**config.mk**
```make
export PLATFORM = sky130hd
export DESIGN_NAME = well512_word_generator_unit
export DESIGN_NICKNAME = d
export VERILOG_FILES = /design/src/design/well_pkg.sv /design/src/design/well_ring_ram.sv /design/src/design/well512_word_generator_unit.sv
export SDC_FILE = /design/constraint.sdc
export NUM_CORES = 2
export LEC_CHECK = 0
export ABC_AREA = 0
export BUFFER_PORTS_ARGS = -buffer_cell sky130_fd_sc_hd__clkbuf_2
export CORE_UTILIZATION = 55
export DETAILED_ROUTE_END_ITERATION = 7
export GPL_TIMING_DRIVEN = 1
export HOLD_SLACK_MARGIN = 0.15
export PLACE_DENSITY_LB_ADDON = 0.12
export SYNTH_ARGS = -nofsm -noshare
export SYNTH_HDL_FRONTEND = slang
export SYNTH_SLANG_ARGS = --single-unit
```
**constraint.sdc**
```tcl
create_clock -name clk -period 7.5 [get_ports clk]
set_input_delay 1.5 -clock clk [delete_from_list [all_inputs] [get_ports clk]]
set_output_delay 1.5 -clock clk [all_outputs]
set_load 0.02 [all_outputs]
```
**src/design/well_pkg.sv**
```systemverilog
// Shared types and constants for the WELL512a word generator.
package well_pkg;

	localparam int unsigned RING_DEPTH = 16;
	localparam int unsigned HALF_WORDS = RING_DEPTH / 2;
	localparam int unsigned IDX_W      = $clog2(RING_DEPTH);

	typedef logic [31:0]      word_t;
	typedef logic [IDX_W-1:0] idx_t;
	typedef logic [63:0]      seed_t;

	// operation codes
	localparam logic OP_DRAW   = 1'b0;
	localparam logic OP_RESEED = 1'b1;

	// seed chain and tempering constants
	localparam word_t CHAIN_MUL   = 32'h0017_6357;
	localparam word_t CHAIN_ADD   = 32'h0003_8562;
	localparam word_t TEMPER_MASK = 32'hDA44_2D24;

	// ring offsets used by a draw, and the last indices of the seed fill
	localparam idx_t OFS_M1 = idx_t'(13);
	localparam idx_t OFS_M2 = idx_t'(9);
	localparam idx_t LAST_LO = idx_t'(HALF_WORDS - 1);
	localparam idx_t LAST_IDX = idx_t'(RING_DEPTH - 1);

	// ring write port
	typedef struct packed {
		logic  en;
		idx_t  addr;
		word_t data;
	} ring_wr_t;

	// ring read addresses
	typedef struct packed {
		idx_t addr_a;
		idx_t addr_b;
	} ring_rd_t;

	typedef enum logic [2:0] {
		ST_SEED,
		ST_IDLE,
		ST_D1,
		ST_D2,
		ST_D3,
		ST_PUSH
	} state_t;

endpackage

```
**src/design/well_ring_ram.sv**
```systemverilog
// Sixteen-word state ring: one write port, two registered read ports.
module well_ring_ram (
	input  logic                clk,
	input  well_pkg::ring_wr_t  wr,
	input  well_pkg::ring_rd_t  rd,
	output well_pkg::word_t     rd_data_a,
	output well_pkg::word_t     rd_data_b
);
	import well_pkg::*;

	word_t mem [RING_DEPTH];

	always_ff @(posedge clk) begin
		if (wr.en) begin
			mem[wr.addr] <= wr.data;
		end
		rd_data_a <= mem[rd.addr_a];
		rd_data_b <= mem[rd.addr_b];
	end

endmodule

```
**src/design/well512_word_generator_unit.sv**
```systemverilog
// WELL512a word generator top level: sequencer, datapath and output register.
//
//  channel | valid     | stall     | payload
//  --------+-----------+-----------+----------------------------------
//  input   | in_valid  | in_stall  | operation, seed_value
//  output  | out_valid | out_stall | random_word
//
// A draw holds the input through idle/accept, two read states (both
// read ports), one write state per new ring word, then the push. out_valid
// is registered from the push, after D1, D2 and D3. A reseed holds it through
// accept, then a sixteen-word fill, one chain word per cycle through the write port.
// After reset the same fill runs with seed zero; in_stall is low only while idle.
// A waiting word is kept in the output register; a draw holds before its push.
module well512_word_generator_unit (
	input  logic            clk,
	input  logic            arst_n,
	input  logic            in_valid,
	output logic            in_stall,
	input  logic            operation,
	input  well_pkg::seed_t seed_value,
	output logic            out_valid,
	input  logic            out_stall,
	output well_pkg::word_t random_word
);
	import well_pkg::*;

	state_t   state_q, state_d;
	idx_t     index_q;
	idx_t     seed_cnt_q;
	word_t    chain_q;     // current seed chain word
	word_t    seed_hi_q;   // start of the upper half chain
	word_t    b_q;         // first mixing term
	word_t    word_q;      // drawn word before push
	logic     out_valid_q;
	word_t    out_word_q;

	ring_wr_t ring_wr;
	ring_rd_t ring_rd;
	word_t    rd_a, rd_b;

	logic     in_take, out_take, push;
	word_t    chain_next;
	word_t    c_mix, n_new, d_mix, word_new;
	idx_t     index_prev;

	well_ring_ram u_ring (
		.clk       (clk),
		.wr        (ring_wr),
		.rd        (ring_rd),
		.rd_data_a (rd_a),
		.rd_data_b (rd_b)
	);

	assign in_take    = in_valid && !in_stall;
	assign out_take   = out_valid_q && !out_stall;
	assign index_prev = index_q - idx_t'(1);

	// shared chain unit: x * mul + add, low 32 bits
	assign chain_next = word_t'(chain_q * CHAIN_MUL) + CHAIN_ADD;

	// D2 mixing: rd_a = w[i+9], rd_b = w[i-1]
	assign c_mix    = rd_a ^ (rd_a >> 11);
	assign n_new    = b_q ^ c_mix;
	assign d_mix    = n_new ^ ((n_new << 5) & TEMPER_MASK);
	assign word_new = rd_b ^ b_q ^ d_mix ^ (rd_b << 2) ^ (b_q << 18) ^ (c_mix << 28);

	// next state
	always_comb begin
		state_d = state_q;
		unique case (state_q)
			ST_SEED: begin
				if (seed_cnt_q == LAST_IDX) state_d = ST_IDLE;
			end
			ST_IDLE: begin
				if (in_take) state_d = (operation == OP_RESEED) ? ST_SEED : ST_D1;
			end
			ST_D1:   state_d = ST_D2;
			ST_D2:   state_d = ST_D3;
			ST_D3:   state_d = ST_PUSH;
			ST_PUSH: begin
				if (!out_valid_q || !out_stall) state_d = ST_IDLE;
			end
			default: state_d = ST_IDLE;
		endcase
	end

	// outputs of the sequencer
	always_comb begin
		in_stall       = 1'b1;
		push           = 1'b0;
		ring_wr.en     = 1'b0;
		ring_wr.addr   = index_q;
		ring_wr.data   = n_new;
		ring_rd.addr_a = index_q;
		ring_rd.addr_b = index_q + OFS_M1;
		unique case (state_q)
			ST_SEED: begin
				ring_wr.en   = 1'b1;
				ring_wr.addr = seed_cnt_q;
				ring_wr.data = chain_q;
			end
			ST_IDLE: in_stall = 1'b0;
			ST_D1: begin
				ring_rd.addr_a = index_q + OFS_M2;
				ring_rd.addr_b = index_prev;
			end
			ST_D2: ring_wr.en = 1'b1;
			ST_D3: begin
				ring_wr.en   = 1'b1;
				ring_wr.addr = index_prev;
				ring_wr.data = word_q;
			end
			ST_PUSH: push = !out_valid_q || !out_stall;
			default: ;
		endcase
	end

	always_ff @(posedge clk or negedge arst_n) begin
		if (!arst_n) begin
			state_q     <= ST_SEED;
			index_q     <= '0;
			seed_cnt_q  <= '0;
			chain_q     <= '0;
			seed_hi_q   <= '0;
			out_valid_q <= 1'b0;
		end else begin
			state_q <= state_d;
			if (state_q == ST_IDLE && in_take && operation == OP_RESEED) begin
				chain_q    <= seed_value[31:0];
				seed_hi_q  <= seed_value[63:32];
				seed_cnt_q <= '0;
			end
			if (state_q == ST_SEED) begin
				seed_cnt_q <= seed_cnt_q + idx_t'(1);
				chain_q    <= (seed_cnt_q == LAST_LO) ? seed_hi_q : chain_next;
				if (seed_cnt_q == LAST_IDX) index_q <= '0;
			end
			if (state_q == ST_D3) index_q <= index_prev;
			if (push) begin
				out_valid_q <= 1'b1;
			end else if (out_take) begin
				out_valid_q <= 1'b0;
			end
		end
	end

	// datapath registers
	always_ff @(posedge clk) begin
		if (state_q == ST_D1) b_q <= rd_a ^ rd_b ^ (rd_a << 16) ^ (rd_b << 15);
		if (state_q == ST_D2) word_q <= word_new;
		if (push) out_word_q <= word_q;
	end

	assign out_valid   = out_valid_q;
	assign random_word = out_word_q;

	// index steps down by one per draw
	a_index_step: assert property (@(posedge clk) disable iff (!arst_n)
		state_q == ST_D3 |=> index_q == $past(index_prev))
		else $error("ring index did not step down after draw");

	// a result only appears after a draw's push
	a_push_only: assert property (@(posedge clk) disable iff (!arst_n)
		$rose(out_valid_q) |-> $past(state_q) == ST_PUSH)
		else $error("result raised outside push");

	// ring is never written while items are being accepted
	a_idle_no_write: assert property (@(posedge clk) disable iff (!arst_n)
		!in_stall |-> !ring_wr.en)
		else $error("ring written while idle");

endmodule
```
# Yosys cells after proc, flatten, opt, wreduce, memory -nomap -nowiden
# Memory sizes are Yosys's and may differ from the RTL's. A register that Yosys moved wholly into a read port is not among the register bits.
# Cells that the tools add are included.
dict set report word_totals {
  regBits 172
  latchBits 0
  ramBits 512
  romBits 0
  in_bits 69
  word_cells 74
  memories 1
}
# memory words word_bits rd rd_ports_with_merged_regs write_ports line_no
set mem_list {}
lappend mem_list {u_ring.mem 16 32 2 2 1 well_ring_ram.sv:11} ;# word_t mem [RING_DEPTH];
dict set report classes {
  addsub 5
  multipliers 1
  n_div 0
  magnitude_cmp 0
  eq_ne 10
  shift 0
  muxes 22
  bitwise 11
  n_reduce_logical 15
}
# op count
set op_table {}
lappend op_table {{32-bit bitwise XOR} 10}
lappend op_table {{32-bit 2-to-1 mux} 3}
lappend op_table {{36-bit case mux with 2 select lines} 1}
lappend op_table {{32-bit by 18-bit adder with 32-bit output (second input constant)} 1}
lappend op_table {{32-bit by 21-bit multiplier with 32-bit output (second input constant)} 1}
lappend op_table {{32-bit by 21-bit bitwise XOR with 32-bit output} 1}
lappend op_table {{4-bit 2-to-1 mux} 5}
lappend op_table {{3-bit case mux with 6 select lines} 1}
lappend op_table {{3-bit 2-to-1 mux} 3}
lappend op_table {{4-bit adder (second input constant)} 2}
lappend op_table {{8-bit 2-to-1 mux} 1}
lappend op_table {{2-bit nonzero test} 4}
lappend op_table {{1-bit 2-to-1 mux} 7}
lappend op_table {{3-bit by 2-bit equality test with 1-bit output (second input constant)} 2}
lappend op_table {{3-bit equality test (second input constant)} 2}
lappend op_table {{2-bit != test (second input constant)} 3}
lappend op_table {{4-bit by 1-bit adder with 4-bit output (second input constant)} 1}
lappend op_table {{4-bit by 3-bit equality test with 1-bit output (second input constant)} 1}
lappend op_table {{4-bit equality test (second input constant)} 1}
lappend op_table {{1-bit logical AND} 4}
lappend op_table {{4-bit by 1-bit subtractor with 4-bit output (second input constant)} 1}
lappend op_table {{3-bit by 1-bit equality test with 1-bit output (second input constant)} 1}
lappend op_table {{3-bit logical NOT} 1}
lappend op_table {{3-bit AND reduction} 1}
lappend op_table {{5 further kinds} 6}

# Depth between registers and ports, before layout
dict set report depth {
  word_depth 7
  depth_mapped 22
}

# Cells and area by module
# A second synthesis with hierarchy kept.
dict set report unflattened {
  hier_cells 2818
  area_unflattened_um2 41663.7
}
# module n_inst cells_each area_each_um2 seq_area_each_um2
set modules_own_cells {}
lappend modules_own_cells {well_ring_ram 1 1141 24186.9 16656.0}
lappend modules_own_cells {well512_word_generator_unit 1 1677 17476.8 4784.6}

# Least setup slack after synthesis
# OpenSTA, ideal clock, no wires.
dict set report synth_timing {
  kind {reg-to-reg}
  from {reg chain_q[12]}
  to {reg chain_q[21]}
  t_arrival_ps 5893
  t_required_ps 7418
  slack_ps 1525
  stages_incl_launch_ff 21
  n_path_buf 0
  period_less_slack_ps 5975
  cell_sequence {dfrtp_1 > fa_1 > fa_1 > inv_1 > fa_1 > inv_1 > fa_1 > fa_1 > fa_1 > inv_1 > fa_1 > inv_1 > ha_1 > and3_1 > o2111ai_1 > o22a_1 > a21oi_1 > or2_1 > a21oi_1 > or4b_1 > a31oi_1}
}
dict set report synth_via {
  elab_chain_len 4
}
# item line_no
set synth_lines {}
lappend synth_lines {{start: declaration} well512_word_generator_unit.sv:30} ;# word_t chain_q;
lappend synth_lines {{start signal: assignment} well512_word_generator_unit.sv:129} ;# chain_q <= seed_value[31:0];
lappend synth_lines {{start signal: assignment} well512_word_generator_unit.sv:135} ;# chain_q <= (seed_cnt_q == LAST_LO) ? seed_hi_q : chain_next;
lappend synth_lines {{32-bit by 21-bit multiplier with 32-bit output} well512_word_generator_unit.sv:59} ;# assign chain_next = word_t'(chain_q * CHAIN_MUL) + CHAIN_ADD;
lappend synth_lines {{32-bit by 18-bit adder with 32-bit output} well512_word_generator_unit.sv:59}
lappend synth_lines {{32-bit 2-to-1 mux} well512_word_generator_unit.sv:135}
lappend synth_lines {{32-bit 2-to-1 mux} well512_word_generator_unit.sv:133} ;# if (state_q == ST_SEED) begin
# Every way passes these cells.
# A chain may end at the register's enable or synchronous reset.

# Worst setup path after layout
dict set report layout_timing {
  from {reg chain_q[14]}
  to {reg chain_q[30]}
}
# Same word-level chain as after synthesis.

==> impl_metrics.yaml <==
sta:
  slew_headroom_pct: 9.45
  period_needed_ps: 7170
  fmaxAchievable_mhz: 139
  grt_setup_unrepaired: "no"
  hold_slack_ps: 436
  max_slew.worst_pin.slew_ps: 1360
  setup_viol: 0
  tns_ps: 0
  hold_viol_final: 0
  finalCritPeriodShare_pct: 95.7
  maxSlewViolCount: 0
  finClkSkew_ps: 47.6
critical_path:
  cp.arrival_ps: 7640
  critPathRequiredTime_ps: 7960
  path_max_fanout: 9
  rr_startpoint: "chain_q[14]$_DFFE_PN0P_"
  endpoint_kind: "flop"
  crit_start: "chain_q[14]$_DFFE_PN0P_"
  reg2reg_slack_ps: 330
  cp-start-kind: "flop"
  worst-setup-path-type: "reg -> reg"
worst_hold_path:
  min-delay-start: "word_q[23]$_DFFE_PP_"
  hold_class: "reg -> reg"
outcome:
  status: "completed"
clock_tree:
  numClockSinks: 748
  clk_pin_slew_worst_paths_ps: 60
  tritoncts: "yes"
  clk_path_buf_depth: 3
  cts_hold_buf: 0
  htreeDepth: 3
  cts_resized: 0
  postCtsSetupBuffers: 0
  numCtsBuffers: 80
  root_buffer: "clkbuf_16"
  clk_latency_ps: 650
global_routing:
  grt-ovfl-total: 0
  grt_max_degree: 129
  grt_usage_pct: 30.5
  grt_antenna_before_repair: 3
  grt_pass1_wl_um: 172000
  grt_pass1_vias: 26100
job:
  maxCapViolCount: 0
logic_synthesis:
  yosysTopAreaCell: "edfxtp_1"
  synth-main-ff-cell: "edfxtp_1"
  synth_area_um2: 42200
  yosys_warnings: 0
  ys_types: 60
  postSynthAreaPerCell_um2: 15.0
  syn_nets: 3252
  ys_seq_area_share_pct: 50.9
  synth_area_leaders: "edfxtp_1 43%, mux4_2 15%, fa_1 9.6%"
  yosysTopAreaCellShare_pct: 43.3
  ys_ff_latch: 748
  synthArstFlopShare_pct: 10.2
  netlist_instances: 2807
  synth_edf_count: 608
routing:
  drt-pass1-iter-count: 5
  postRouteAntennaNets: 0
  drc: 0
  routedWlPerCell_um: 28.6
  viasPerCell: 6.15
  wl_um: 116000
  vias: 24800
  drt_iter0_drc: 2548
layout:
  area.sequential_um2: 21400
  antenna_cells: 0
  fin_nets: 3388
  nFillCells: 5672
  layout_common_cells: "608 x edfxtp_1, 288 x mux4_2, 287 x inv_1"
  drive_gt1_share_pct: 20.7
  final_common_cell: "edfxtp_1"
  multiInputGateArea_um2: 19300
  syn_to_final_growth_pct: 11.3
floorplanning:
  core-area_um2: 75900
  die_w_um: 279
  start_util_pct: 55.5
  rows: 101
  die-area_um2: 77800
  ios: 103
  die_h_um: 279
placement:
  io_buffers: 102
  gp_congestion: 0.968
  hpwl_um: 78800
[layer usage]
layer,routed length (um),share of wire (%),track usage [%],vias to the layer above
li1,-,-,-,10600
met1,49200,43,44.6,13100
met5,13,0.011,0,-
met2,55700,48,48.7,961
met4,2750,2.4,7.55,2
met3,7890,6.8,4.47,177
[state kept, by name, summed over array words and instances, names as in the netlist]
signal	count
random_word	32
b_q	32
u_ring.mem	512
word_q	32
u_ring.rd_data_b	32
seed_cnt_q	4
state_q	3
u_ring.rd_data_a	32
index_q	4
chain_q	32
out_valid	1
seed_hi_q	32
[Yosys cell counts (5+ instances only)]
cell and count:
dfxtp_1 64, buf_2 19, mux2i_1 67, nor2b_1 37, nand3_1 16, dfrtp_1 76, ha_1 173, edfxtp_1 608
buf_4 10, xnor2_1 181, clkbuf_1 80, o21ai_0 61, mux4_2 288, nor2_1 75, inv_1 287, buf_6 5
or3_1 5, o22ai_1 18, a211oi_1 45, and3_1 9, a31oi_1 13, nor3_1 12, a21o_1 12, buf_1 10
nand2_1 192, xor2_1 78, o21a_1 16, fa_1 203, a21oi_1 89
[final timing paths]
path,cells after the start,to
max,21,chain_q[30]$_DFFE_PN0P_
min,0,random_word[23]$_DFFE_PP_
max reg2reg,21,chain_q[30]$_DFFE_PN0P_
min reg2reg,0,random_word[23]$_DFFE_PP_
max in group asynchronous,1,index_q[0]$_DFFE_PN0P_
min in group asynchronous,1,seed_hi_q[6]$_DFFE_PN0P_
[through the flow]
step	std cells	setup slack [ps]	area, um2	utilization [%]
3_3_place_gp	3891	393	44300	58.3
2_1_floorplan	2807	1530	42200	-
6_report	4040	325	46900	61.8
4_1_cts	4040	505	46900	61.8
5_1_grt	4040	216	46900	61.8
3_5_place_dp	3891	524	44300	58.3
[cells by family (layout without fill, tap and decap cells)]
kind of cell    Yosys count  count (layout)  share of synthesized area [%]
compound gates          287             287                           4.21
xor+xnor                260             260                           5.42
flops                   748             748                           50.9
mux                     356             356                           17.0
buf+inv                 412             615                           3.91
simple gates            368             368                           3.83
fa+ha+maj               376             376                           14.8
[layout make-up]
| type | instances | share of cell area (%) |
|---|---|---|
| tap | 1030 | 2.75 |
| sequential | 748 | 45.7 |
| inverter | 288 | 2.31 |
| clock buffer | 116 | 4.82 |
| clock inverter | 33 | 0.869 |
| multi-input combinational | 1647 | 41.1 |
| timing repair buffer | 178 | 2.44 |
[critical path, stage by stage (launching register included)]
cell and delay (ps):
dfrtp_1 710, ha_1 360, inv_1 90, fa_1 540, inv_1 50, fa_1 560, inv_1 60, fa_1 480
inv_1 50, fa_1 460, fa_1 500, inv_1 50, fa_1 480, inv_1 50, ha_1 440, nand4_1 200
or3_1 500, a2111oi_0 660, nor2_1 240, a21oi_1 240, xnor2_1 140, a21oi_1 100
Power is not shown: default switching activity piles up to over one toggle a cycle in this logic, so the estimate is an artifact.
